[src/rtl/gpiobl_pkg.sv]
package gpiobl_pkg;

    localparam int PINS_PER_BANK = 16;
    localparam int DEFAULT_NUM_BANKS = 7;
    localparam int MAX_BANKS = 8;
    localparam int BANK_IDX_W = 3;
    localparam int SEL_W = 3;
    localparam int STEP_W = 3;
    localparam int WORD_W = 32;
    localparam int NIBBLES = 8;
    localparam int KEY_POS = 16;

    localparam logic [WORD_W-1:0] MODE_RESET = 32'h4444_4444;

    localparam logic ACT_READ = 1'b0;
    localparam logic ACT_WRITE = 1'b1;

    localparam logic STATUS_OK = 1'b0;
    localparam logic STATUS_BAD_BANK = 1'b1;

    localparam logic [SEL_W-1:0] REG_MODE_LOW = 3'd0;
    localparam logic [SEL_W-1:0] REG_MODE_HIGH = 3'd1;
    localparam logic [SEL_W-1:0] REG_INPUT = 3'd2;
    localparam logic [SEL_W-1:0] REG_OUTPUT = 3'd3;
    localparam logic [SEL_W-1:0] REG_SET_RESET = 3'd4;
    localparam logic [SEL_W-1:0] REG_LOCK = 3'd5;

    localparam logic [STEP_W-1:0] STEP_NONE = 3'd0;
    localparam logic [STEP_W-1:0] STEP_KEY1 = 3'd1;
    localparam logic [STEP_W-1:0] STEP_KEY0 = 3'd2;
    localparam logic [STEP_W-1:0] STEP_KEY1_AGAIN = 3'd3;
    localparam logic [STEP_W-1:0] STEP_LOCKED = 3'd4;

    typedef struct packed {
        logic [WORD_W-1:0] mode_low;
        logic [WORD_W-1:0] mode_high;
        logic [PINS_PER_BANK-1:0] out_latch;
        logic [PINS_PER_BANK-1:0] lock_mask;
        logic [STEP_W-1:0] lock_step;
    } bank_entry_t;

    localparam bank_entry_t ENTRY_RESET = '{
        mode_low: MODE_RESET,
        mode_high: MODE_RESET,
        out_latch: '0,
        lock_mask: '0,
        lock_step: STEP_NONE
    };

    typedef struct packed {
        logic action;
        logic [BANK_IDX_W-1:0] bank_index;
        logic bank_ok;
        logic [SEL_W-1:0] reg_select;
        logic [WORD_W-1:0] write_data;
        logic [PINS_PER_BANK-1:0] pin_levels;
    } access_t;

    typedef struct packed {
        logic [WORD_W-1:0] read_data;
        logic status;
        logic [PINS_PER_BANK-1:0] out_levels;
        logic [WORD_W-1:0] mode_low_word;
        logic [WORD_W-1:0] mode_high_word;
        logic bank_locked;
    } result_t;

    // Expands eight pin bits of the lock mask into a nibble mask of one mode word.
    function automatic logic [WORD_W-1:0] frozen_nibbles(
        input logic [NIBBLES-1:0] pins
    );
        logic [WORD_W-1:0] m;
        m = '0;
        for (int i = 0; i < NIBBLES; i++)
        begin
            m[4*i +: 4] = {4{pins[i]}};
        end
        return m;
    endfunction

endpackage

[src/rtl/gpiobl_req_if.sv]
interface gpiobl_req_if;
    import gpiobl_pkg::*;

    logic valid;
    logic ready;
    logic action;
    logic [BANK_IDX_W-1:0] bank_index;
    logic [SEL_W-1:0] reg_select;
    logic [WORD_W-1:0] write_data;
    logic [PINS_PER_BANK-1:0] pin_levels;

    modport source (
        output valid, action, bank_index, reg_select, write_data, pin_levels,
        input ready
    );

    modport sink (
        input valid, action, bank_index, reg_select, write_data, pin_levels,
        output ready
    );
endinterface

[src/rtl/gpiobl_rsp_if.sv]
interface gpiobl_rsp_if;
    import gpiobl_pkg::*;

    logic valid;
    logic ready;
    logic [WORD_W-1:0] read_data;
    logic status;
    logic [PINS_PER_BANK-1:0] out_levels;
    logic [WORD_W-1:0] mode_low_word;
    logic [WORD_W-1:0] mode_high_word;
    logic bank_locked;

    modport source (
        output valid, read_data, status, out_levels, mode_low_word, mode_high_word,
        bank_locked,
        input ready
    );

    modport sink (
        input valid, read_data, status, out_levels, mode_low_word, mode_high_word,
        bank_locked,
        output ready
    );
endinterface

[src/rtl/gpiobl_mem.sv]
module gpiobl_mem
    import gpiobl_pkg::*;
#(
    parameter int NUM_BANKS = DEFAULT_NUM_BANKS,
    parameter int ADDR_W = 3
)
(
    input  logic clk,
    input  logic rst_n,
    input  logic rd_en,
    input  logic [ADDR_W-1:0] rd_addr,
    output bank_entry_t rd_data,
    input  logic wr_en,
    input  logic [ADDR_W-1:0] wr_addr,
    input  bank_entry_t wr_data
);

    bank_entry_t mem [NUM_BANKS];
    logic [NUM_BANKS-1:0] written_reg;
    bank_entry_t rdata_reg;
    logic rvalid_reg;

    always_ff @(posedge clk)
    begin
        if (wr_en)
        begin
            mem[wr_addr] <= wr_data;
        end
        if (rd_en)
        begin
            rdata_reg <= mem[rd_addr];
        end
    end

    // An entry never written since reset reads as the reset value.
    always_ff @(posedge clk or negedge rst_n)
    begin
        if (!rst_n)
        begin
            written_reg <= '0;
            rvalid_reg <= 1'b0;
        end
        else
        begin
            if (rd_en)
            begin
                rvalid_reg <= written_reg[rd_addr];
            end
            if (wr_en)
            begin
                written_reg[wr_addr] <= 1'b1;
            end
        end
    end

    assign rd_data = rvalid_reg ? rdata_reg : ENTRY_RESET;

endmodule

[src/rtl/gpiobl_update.sv]
module gpiobl_update
    import gpiobl_pkg::*;
(
    input  access_t acc,
    input  bank_entry_t cur,
    output bank_entry_t nxt,
    output result_t res
);

    logic locked;
    logic [WORD_W-1:0] fz_low;
    logic [WORD_W-1:0] fz_high;
    logic [PINS_PER_BANK-1:0] new_mask;
    logic [PINS_PER_BANK-1:0] pin_set;
    logic [PINS_PER_BANK-1:0] pin_clear;
    logic key;
    logic same_mask;
    logic [WORD_W-1:0] rd;

    always_comb
    begin
        locked = (cur.lock_step == STEP_LOCKED);
        fz_low = locked ? frozen_nibbles(cur.lock_mask[NIBBLES-1:0]) : '0;
        fz_high = locked ? frozen_nibbles(cur.lock_mask[PINS_PER_BANK-1:NIBBLES]) : '0;
        new_mask = acc.write_data[PINS_PER_BANK-1:0];
        pin_set = acc.write_data[PINS_PER_BANK-1:0];
        pin_clear = acc.write_data[WORD_W-1:PINS_PER_BANK];
        key = acc.write_data[KEY_POS];
        same_mask = (new_mask == cur.lock_mask);

        nxt = cur;
        rd = '0;
        if (acc.action == ACT_WRITE)
        begin
            unique case (acc.reg_select)
                REG_MODE_LOW:
                    nxt.mode_low = (acc.write_data & ~fz_low) | (cur.mode_low & fz_low);
                REG_MODE_HIGH:
                    nxt.mode_high = (acc.write_data & ~fz_high) | (cur.mode_high & fz_high);
                REG_OUTPUT:
                    nxt.out_latch = acc.write_data[PINS_PER_BANK-1:0];
                REG_SET_RESET:
                    nxt.out_latch = (cur.out_latch & ~pin_clear) | pin_set;
                REG_LOCK:
                begin
                    if (!locked)
                    begin
                        nxt.lock_mask = new_mask;
                        if (cur.lock_step == STEP_KEY1 && !key && same_mask)
                        begin
                            nxt.lock_step = STEP_KEY0;
                        end
                        else if (cur.lock_step == STEP_KEY0 && key && same_mask)
                        begin
                            nxt.lock_step = STEP_KEY1_AGAIN;
                        end
                        else
                        begin
                            nxt.lock_step = key ? STEP_KEY1 : STEP_NONE;
                        end
                    end
                end
                default:
                begin
                end
            endcase
        end
        else
        begin
            unique case (acc.reg_select)
                REG_MODE_LOW:
                    rd = cur.mode_low;
                REG_MODE_HIGH:
                    rd = cur.mode_high;
                REG_INPUT:
                    rd = {{(WORD_W-PINS_PER_BANK){1'b0}}, acc.pin_levels};
                REG_OUTPUT:
                    rd = {{(WORD_W-PINS_PER_BANK){1'b0}}, cur.out_latch};
                REG_LOCK:
                begin
                    rd = {{(WORD_W-PINS_PER_BANK-1){1'b0}}, locked, cur.lock_mask};
                    // The first read of the lock register after the full key sequence completes the lock.
                    if (cur.lock_step == STEP_KEY1_AGAIN)
                    begin
                        nxt.lock_step = STEP_LOCKED;
                    end
                end
                default:
                    rd = '0;
            endcase
        end

        if (acc.bank_ok)
        begin
            res.read_data = rd;
            res.status = STATUS_OK;
            res.out_levels = nxt.out_latch;
            res.mode_low_word = nxt.mode_low;
            res.mode_high_word = nxt.mode_high;
            res.bank_locked = (nxt.lock_step == STEP_LOCKED);
        end
        else
        begin
            res = '0;
            res.status = STATUS_BAD_BANK;
        end
    end

endmodule

[src/rtl/gpio_bank_with_bit_set_and_lock.sv]
// An accepted request is registered in stage 1 while its bank state is read, then its
// result goes to the output register. One request per cycle unless rsp.ready stalls;
// bank state is written back as the request advances, with forwarding for the same bank.
// Reset (rst_n, asynchronous, active low) empties the pipeline and marks every bank
// unwritten, so each bank reads as its reset value until its first write-back.
module gpio_bank_with_bit_set_and_lock
    import gpiobl_pkg::*;
#(
    parameter int NUM_BANKS = DEFAULT_NUM_BANKS
)
(
    input  logic clk,
    input  logic rst_n,
    gpiobl_req_if.sink req,
    gpiobl_rsp_if.source rsp
);

    localparam int ADDR_W = (NUM_BANKS > 1) ? $clog2(NUM_BANKS) : 1;

    logic accept;
    logic advance;
    logic in_bank_ok;
    access_t in_acc;

    logic s1_valid_reg;
    logic s1_valid_next;
    access_t s1_acc_reg;
    logic fwd_hit_reg;
    logic fwd_hit_next;
    bank_entry_t fwd_data_reg;
    logic out_valid_reg;
    logic out_valid_next;
    result_t out_reg;

    bank_entry_t mem_rd;
    bank_entry_t cur_entry;
    bank_entry_t upd_entry;
    result_t upd_res;

    assign in_bank_ok = (32'(req.bank_index) < NUM_BANKS);
    assign in_acc = '{
        action: req.action,
        bank_index: req.bank_index,
        bank_ok: in_bank_ok,
        reg_select: req.reg_select,
        write_data: req.write_data,
        pin_levels: req.pin_levels
    };

    assign advance = s1_valid_reg && (!out_valid_reg || rsp.ready);
    assign req.ready = !s1_valid_reg || advance;
    assign accept = req.valid && req.ready;

    gpiobl_mem #(
        .NUM_BANKS(NUM_BANKS),
        .ADDR_W(ADDR_W)
    ) u_mem (
        .clk(clk),
        .rst_n(rst_n),
        .rd_en(accept && in_bank_ok),
        .rd_addr(req.bank_index[ADDR_W-1:0]),
        .rd_data(mem_rd),
        .wr_en(advance && s1_acc_reg.bank_ok),
        .wr_addr(s1_acc_reg.bank_index[ADDR_W-1:0]),
        .wr_data(upd_entry)
    );

    // The memory still holds the old entry when the request just ahead wrote
    // the same bank in the cycle this one was accepted.
    assign cur_entry = fwd_hit_reg ? fwd_data_reg : mem_rd;

    gpiobl_update u_update (
        .acc(s1_acc_reg),
        .cur(cur_entry),
        .nxt(upd_entry),
        .res(upd_res)
    );

    always_comb
    begin
        s1_valid_next = s1_valid_reg;
        if (accept)
        begin
            s1_valid_next = 1'b1;
        end
        else if (advance)
        begin
            s1_valid_next = 1'b0;
        end

        fwd_hit_next = fwd_hit_reg;
        if (accept)
        begin
            fwd_hit_next = advance && s1_acc_reg.bank_ok && in_bank_ok
                && (s1_acc_reg.bank_index == req.bank_index);
        end

        out_valid_next = out_valid_reg;
        if (advance)
        begin
            out_valid_next = 1'b1;
        end
        else if (rsp.ready)
        begin
            out_valid_next = 1'b0;
        end
    end

    always_ff @(posedge clk or negedge rst_n)
    begin
        if (!rst_n)
        begin
            s1_valid_reg <= 1'b0;
            fwd_hit_reg <= 1'b0;
            out_valid_reg <= 1'b0;
        end
        else
        begin
            s1_valid_reg <= s1_valid_next;
            fwd_hit_reg <= fwd_hit_next;
            out_valid_reg <= out_valid_next;
        end
    end

    always_ff @(posedge clk)
    begin
        if (accept)
        begin
            s1_acc_reg <= in_acc;
            fwd_data_reg <= upd_entry;
        end
        if (advance)
        begin
            out_reg <= upd_res;
        end
    end

    assign rsp.valid = out_valid_reg;
    assign rsp.read_data = out_reg.read_data;
    assign rsp.status = out_reg.status;
    assign rsp.out_levels = out_reg.out_levels;
    assign rsp.mode_low_word = out_reg.mode_low_word;
    assign rsp.mode_high_word = out_reg.mode_high_word;
    assign rsp.bank_locked = out_reg.bank_locked;

endmodule
[src/flat_wrapper.sv]
// flat-port wrapper written by rule: the top's interface ports become plain ports
module gpio_bank_with_bit_set_and_lock_flat import gpiobl_pkg::*;
#(
    parameter int NUM_BANKS = DEFAULT_NUM_BANKS
)
  (clk, rst_n, req_valid, req_action, req_bank_index, req_reg_select, req_write_data, req_pin_levels, req_ready, rsp_valid, rsp_read_data, rsp_status, rsp_out_levels, rsp_mode_low_word, rsp_mode_high_word, rsp_bank_locked, rsp_ready);
  gpiobl_req_if req_i ();
  gpiobl_rsp_if rsp_i ();
  input  logic clk;
  input  logic rst_n;
  input wire logic [$bits(req_i.valid)-1:0] req_valid;
  input wire logic [$bits(req_i.action)-1:0] req_action;
  input wire logic [$bits(req_i.bank_index)-1:0] req_bank_index;
  input wire logic [$bits(req_i.reg_select)-1:0] req_reg_select;
  input wire logic [$bits(req_i.write_data)-1:0] req_write_data;
  input wire logic [$bits(req_i.pin_levels)-1:0] req_pin_levels;
  output wire logic [$bits(req_i.ready)-1:0] req_ready;
  output wire logic [$bits(rsp_i.valid)-1:0] rsp_valid;
  output wire logic [$bits(rsp_i.read_data)-1:0] rsp_read_data;
  output wire logic [$bits(rsp_i.status)-1:0] rsp_status;
  output wire logic [$bits(rsp_i.out_levels)-1:0] rsp_out_levels;
  output wire logic [$bits(rsp_i.mode_low_word)-1:0] rsp_mode_low_word;
  output wire logic [$bits(rsp_i.mode_high_word)-1:0] rsp_mode_high_word;
  output wire logic [$bits(rsp_i.bank_locked)-1:0] rsp_bank_locked;
  input wire logic [$bits(rsp_i.ready)-1:0] rsp_ready;
  assign req_i.valid = req_valid;
  assign req_i.action = req_action;
  assign req_i.bank_index = req_bank_index;
  assign req_i.reg_select = req_reg_select;
  assign req_i.write_data = req_write_data;
  assign req_i.pin_levels = req_pin_levels;
  assign req_ready = req_i.ready;
  assign rsp_valid = rsp_i.valid;
  assign rsp_read_data = rsp_i.read_data;
  assign rsp_status = rsp_i.status;
  assign rsp_out_levels = rsp_i.out_levels;
  assign rsp_mode_low_word = rsp_i.mode_low_word;
  assign rsp_mode_high_word = rsp_i.mode_high_word;
  assign rsp_bank_locked = rsp_i.bank_locked;
  assign rsp_i.ready = rsp_ready;
  gpio_bank_with_bit_set_and_lock #(.NUM_BANKS(NUM_BANKS)) u_core (.clk(clk), .rst_n(rst_n), .req(req_i), .rsp(rsp_i));
endmodule
[config.mk]
export PLATFORM = sky130hd
export DESIGN_NAME = gpio_bank_with_bit_set_and_lock_flat
export DESIGN_NICKNAME = d
export VERILOG_FILES = /design/src/rtl/gpiobl_pkg.sv /design/src/rtl/gpiobl_req_if.sv /design/src/rtl/gpiobl_rsp_if.sv /design/src/rtl/gpiobl_mem.sv /design/src/rtl/gpiobl_update.sv /design/src/rtl/gpio_bank_with_bit_set_and_lock.sv /design/src/flat_wrapper.sv
export SDC_FILE = /design/constraint.sdc
export NUM_CORES = 1
export LEC_CHECK = 0
export BUFFER_PORTS_ARGS = -buffer_cell sky130_fd_sc_hd__buf_2
export CAP_MARGIN = 20
export CORE_MARGIN = 2
export CORE_UTILIZATION = 50
export DETAILED_ROUTE_END_ITERATION = 16
export PLACE_DENSITY = 0.69
export SYNTH_ARGS = -nofsm -noshare
export SYNTH_HDL_FRONTEND = slang
export SYNTH_SLANG_ARGS = --single-unit
[constraint.sdc]
create_clock -name clk -period 14.5 [get_ports clk]
set_clock_uncertainty 0.2 [all_clocks]
set_input_delay 1.45 -clock clk [delete_from_list [all_inputs] [get_ports clk]]
set_output_delay 1.45 -clock clk [all_outputs]
set_load 0.02 [all_outputs]
==> results.txt <==
The slowest stage of the critical path is the sky130_fd_sc_hd__nand3_2 cell. The register clock-pin slew on the reported worst setup and hold paths is ~0.060 ns. The path with the worst hold slack has its endpoint at u_core.u_mem.written_reg[4]. The tool flagged a number of max-cap violations equal to 0. In this run the core area contains 106 standard-cell rows.

The startpoint of the tightest hold check path is u_core.u_mem.written_reg[4]. The top cell types in the final layout, fill and taps aside, are sky130_fd_sc_hd__edfxtp_1 (1061), sky130_fd_sc_hd__buf_2 (173), sky130_fd_sc_hd__mux2_2 (166), sky130_fd_sc_hd__nand2_1 (157), sky130_fd_sc_hd__o21ai_0 (153). The final core utilization came out at 0.576. The critical path buffer and inverter count is 2. The capturing element type of the critical path is a flop. The number of gates given a new drive strength after cts came out at 0. The register with the most flip-flops in the layout has 693 of them. The tree is rooted in a sky130_fd_sc_hd__clkbuf_16. Of the post-synthesis cell area, the dominant cell type holds 0.749. The total length of routed met2 wires came out at 50900 um. The area share of and/or/nand/nor cells after synthesis came out at 0.0426. The synthesized design contains around 1100 enable-type register cells. The longest individual stage delay on the worst path is 0.77 ns.

In the final layout, the share of cells above drive strength 1 is 0.255. Setup repair after global routing left no endpoint under its margin. The worst setup path is of the reg -> reg kind. The highest layer used for signal routing is met5. The synthesized instance count is 2383.

The number of distinct library cells after synthesis came out at 57. The worst register-to-register path begins at u_core.fwd_hit_reg. The total met3 wirelength after detailed routing came out at 10500 um. The initial antenna violation count came out at 6.

Broken down by cell family, the worst path's largest delay share belongs to simple AND/OR/NAND/NOR gates. The mean instance size in the synthesized netlist came out at 17.9 um2. The net count after synthesis came out at 2442. The worst setup path is launched from a flop. The die height is 296 um. The total routing resource utilization after global routing is 0.254. Entering global routing, the biggest net connects approximately 110 pins.

In this run the static leakage power is about 16 nW. The critical path goes through buf_4 > buf_4 > and3b_1 > o221ai_4 > nand3_2 > or4_1 > o31ai_1. The maximum root-to-sink buffer count is 3. The flow ran to the end, and the final reports show no timing, DRC or antenna violations. For flop-to-flop paths, the worst setup slack is between 8 and 9 ns. The total number of clock tree sinks is 1072. The count of warnings emitted by yosys is 0.

The congestion estimate from routability-driven global placement came to 0.871. The arithmetic-cell share of the synthesized area counting full adders, half adders and majority gates came out at 0. The critical path crosses 7 cells after its start point. At the worst endpoint, the arrival time is 5.82 ns. The number of primary I/O pins is 175.

The remaining max-slew budget at the tightest pin is 0.225. Along the worst hold path, the cell count comes to 1. In this run the worst hold path is classified as reg -> reg. The number of global-route vias before repair came to 23000.

The end of the worst register-to-register path is u_core.u_mem.mem[1][1]. The net total in the final layout came out at ~2600. The final setup violation count came out at 0.

The first-pass iteration count of the detailed router is 8. The initial core utilization came out at 0.507. The total setup buffers inserted after CTS is 0.

The largest fanout on the critical path is 61. The data required time at the worst endpoint is 14.63 ns. The hold violation count in the final report is 0. For this block, wires on met1 add up to 44700 um. The start point of the critical path is u_core.fwd_hit_reg. The post-synthesis register bit count is 1072. For this block, the routed nets add up to 110000 um of wire. Dividing the final minimum period by the clock period gives 0.392. Buffers inserted during clock tree synthesis total 107.

The clock reaches the later pin of the worst-skew pair after 0.67 ns. The count of antenna diodes in the layout is 0. The per-cell routed wire length came out at between 20 and 30 um.

The via total after detailed routing came out at 23100. The count of input and output buffers is roughly 170. The core area came out at 84000 um2. The number of hold buffers added after CTS is 0. The overflow left after global routing came out at 0. The H-tree generated during clock tree synthesis spans 3 levels. The xor/xnor share of the synthesized area is 0.00474. The cell type contributing the most total cell area after synthesis is sky130_fd_sc_hd__edfxtp_1.

TritonCTS built the clock tree. The count of nets left with antenna violations once routing finished came out at 0. The first-pass GRT wire length came out at 159000 um. The number of cells on the worst reg-to-reg path is 7. The most used flip-flop cell after synthesis is sky130_fd_sc_hd__edfxtp_1. The number of max-slew violations in the final report came out at 0. The async set-or-reset flop fraction in the synthesized netlist is 0.0103. The minimum clock period after layout came out at 5.69 ns.

Leaving out fill and tap cells, the most frequent cell in the layout is sky130_fd_sc_hd__edfxtp_1. After synthesis, the share of cell area in mux cells is 0.122. The wire-length estimate of the detail-placed layout is 64300 um. The peak clock frequency supported by timing came out at 0.176 GHz. The transition at the pin with the smallest max-transition slack came out at 1.16 ns. The worst vdd rail ir drop is 0.114 mV. The post-synthesis instance area is 42500 um2.

After synthesis, the cell types taking the most area are sky130_fd_sc_hd__edfxtp_1 (75%), sky130_fd_sc_hd__mux4_2 (5.5%), sky130_fd_sc_hd__mux2_2 (4.4%). The DRC marker count from the first detailed-route iteration is 3380. After synthesis, the largest family of logic cells by area is multiplexers.

In the routed design, unresolved DRC markers number 0. The area added between synthesis and finish is 13.6%. The share of the Yosys chip area taken by registers is 0.755. The die is 296 um wide. The fraction of the mapped netlist area in compound gates is 0.0591. The most frequent cell on the critical path is sky130_fd_sc_hd__buf_4. The setup TNS after final layout came out at 0 ns. The power per cell area is 150 nW/um2. The floorplan step defined a die boundary enclosing 87400 um2. The number of vias per cell after detailed routing came out at 6.10.
## area by class of cell
class	instances	area, um2
Fill cell	6180	35600
Sequential cell	1072	32100
Multi-Input combinational cell	1147	9820
Clock buffer	130	2830
Tap cell	1134	1420
Timing Repair Buffer	221	1250
Clock inverter	72	802
Inverter	19	76.3
## metrics by stage
stage | std cells | worst slack, ns | power (mW) | hold WS (ns) | instance area, um2
floorplan | 2383 | 1.86 | 4.21 | 0.234 | 42500
global placement | 3589 | 9.15 | 4.46 | 0.246 | 44700
detailed placement | 3590 | 8.94 | 4.48 | 0.249 | 44700
CTS | 3792 | 8.89 | 7.30 | 0.271 | 48300
global route | 3795 | 8.58 | 7.48 | 0.294 | 48300
finish | 3795 | 8.81 | 7.27 | 0.272 | 48300
## synthesized netlist by cell type (3+ instances only)
master / n
sky130_fd_sc_hd__edfxtp_1: 1061
sky130_fd_sc_hd__mux2_2: 166
sky130_fd_sc_hd__nand2_1: 157
sky130_fd_sc_hd__o21ai_0: 153
sky130_fd_sc_hd__mux4_2: 103
sky130_fd_sc_hd__mux2i_1: 102
sky130_fd_sc_hd__clkbuf_1: 95
sky130_fd_sc_hd__and2_1: 93
sky130_fd_sc_hd__nor2_1: 51
sky130_fd_sc_hd__a22oi_1: 48
sky130_fd_sc_hd__a22o_1: 47
sky130_fd_sc_hd__a21oi_1: 43
sky130_fd_sc_hd__o21a_1: 31
sky130_fd_sc_hd__buf_2: 30
sky130_fd_sc_hd__inv_1: 19
sky130_fd_sc_hd__buf_1: 16
sky130_fd_sc_hd__o211ai_1: 15
sky130_fd_sc_hd__nand3_1: 14
sky130_fd_sc_hd__a221o_1: 12
sky130_fd_sc_hd__xnor2_1: 12
sky130_fd_sc_hd__dfrtp_1: 11
sky130_fd_sc_hd__xor2_1: 11
sky130_fd_sc_hd__nand2b_1: 10
sky130_fd_sc_hd__or2_2: 8
sky130_fd_sc_hd__nor3_1: 7
sky130_fd_sc_hd__nand4b_1: 6
sky130_fd_sc_hd__a21o_1: 5
sky130_fd_sc_hd__nand3b_1: 5
sky130_fd_sc_hd__o22ai_1: 5
sky130_fd_sc_hd__a2bb2oi_1: 4
sky130_fd_sc_hd__o21ai_1: 4
sky130_fd_sc_hd__a221oi_1: 3
sky130_fd_sc_hd__nor2b_1: 3
sky130_fd_sc_hd__o221ai_1: 3
sky130_fd_sc_hd__o32ai_1: 3
## report_power, final
part | leakage (nW) | internal [mW] | switching, mW
combinational | 4.61 | 0.212 | 0.459
sequential | 10.0 | 3.67 | 0.0900
clock | 1.76 | 1.68 | 1.16
total | 16.4 | 5.56 | 1.71
## worst max path at each step
stage	end	slack [ns]
finish	u_core.u_mem.mem[1][1]	8.81
global route	u_core.u_mem.mem[4][1]	8.58
CTS	u_core.u_mem.mem[1][1]	8.89
detailed placement	u_core.u_mem.mem[6][1]	8.94
global placement	u_core.u_mem.mem[0][1]	9.15
floorplan	u_core.u_mem.written_reg[2]	1.86
## routing by layer
metal,GRT usage,vias up
met5,0,-
met4,0.101,2
met3,0.0471,191
met2,0.385,1201
met1,0.367,12000
li1,-,9787
## logic make-up after synthesis
kind of cell	count (synthesis)
multiplexers	371
AND/OR/NAND/NOR	368
buffers and inverters	164
flip-flops	1072
XOR/XNOR	23
AO/OA/AOI/OAI	385
No activity file was read; power rests on OpenSTA's default activity.
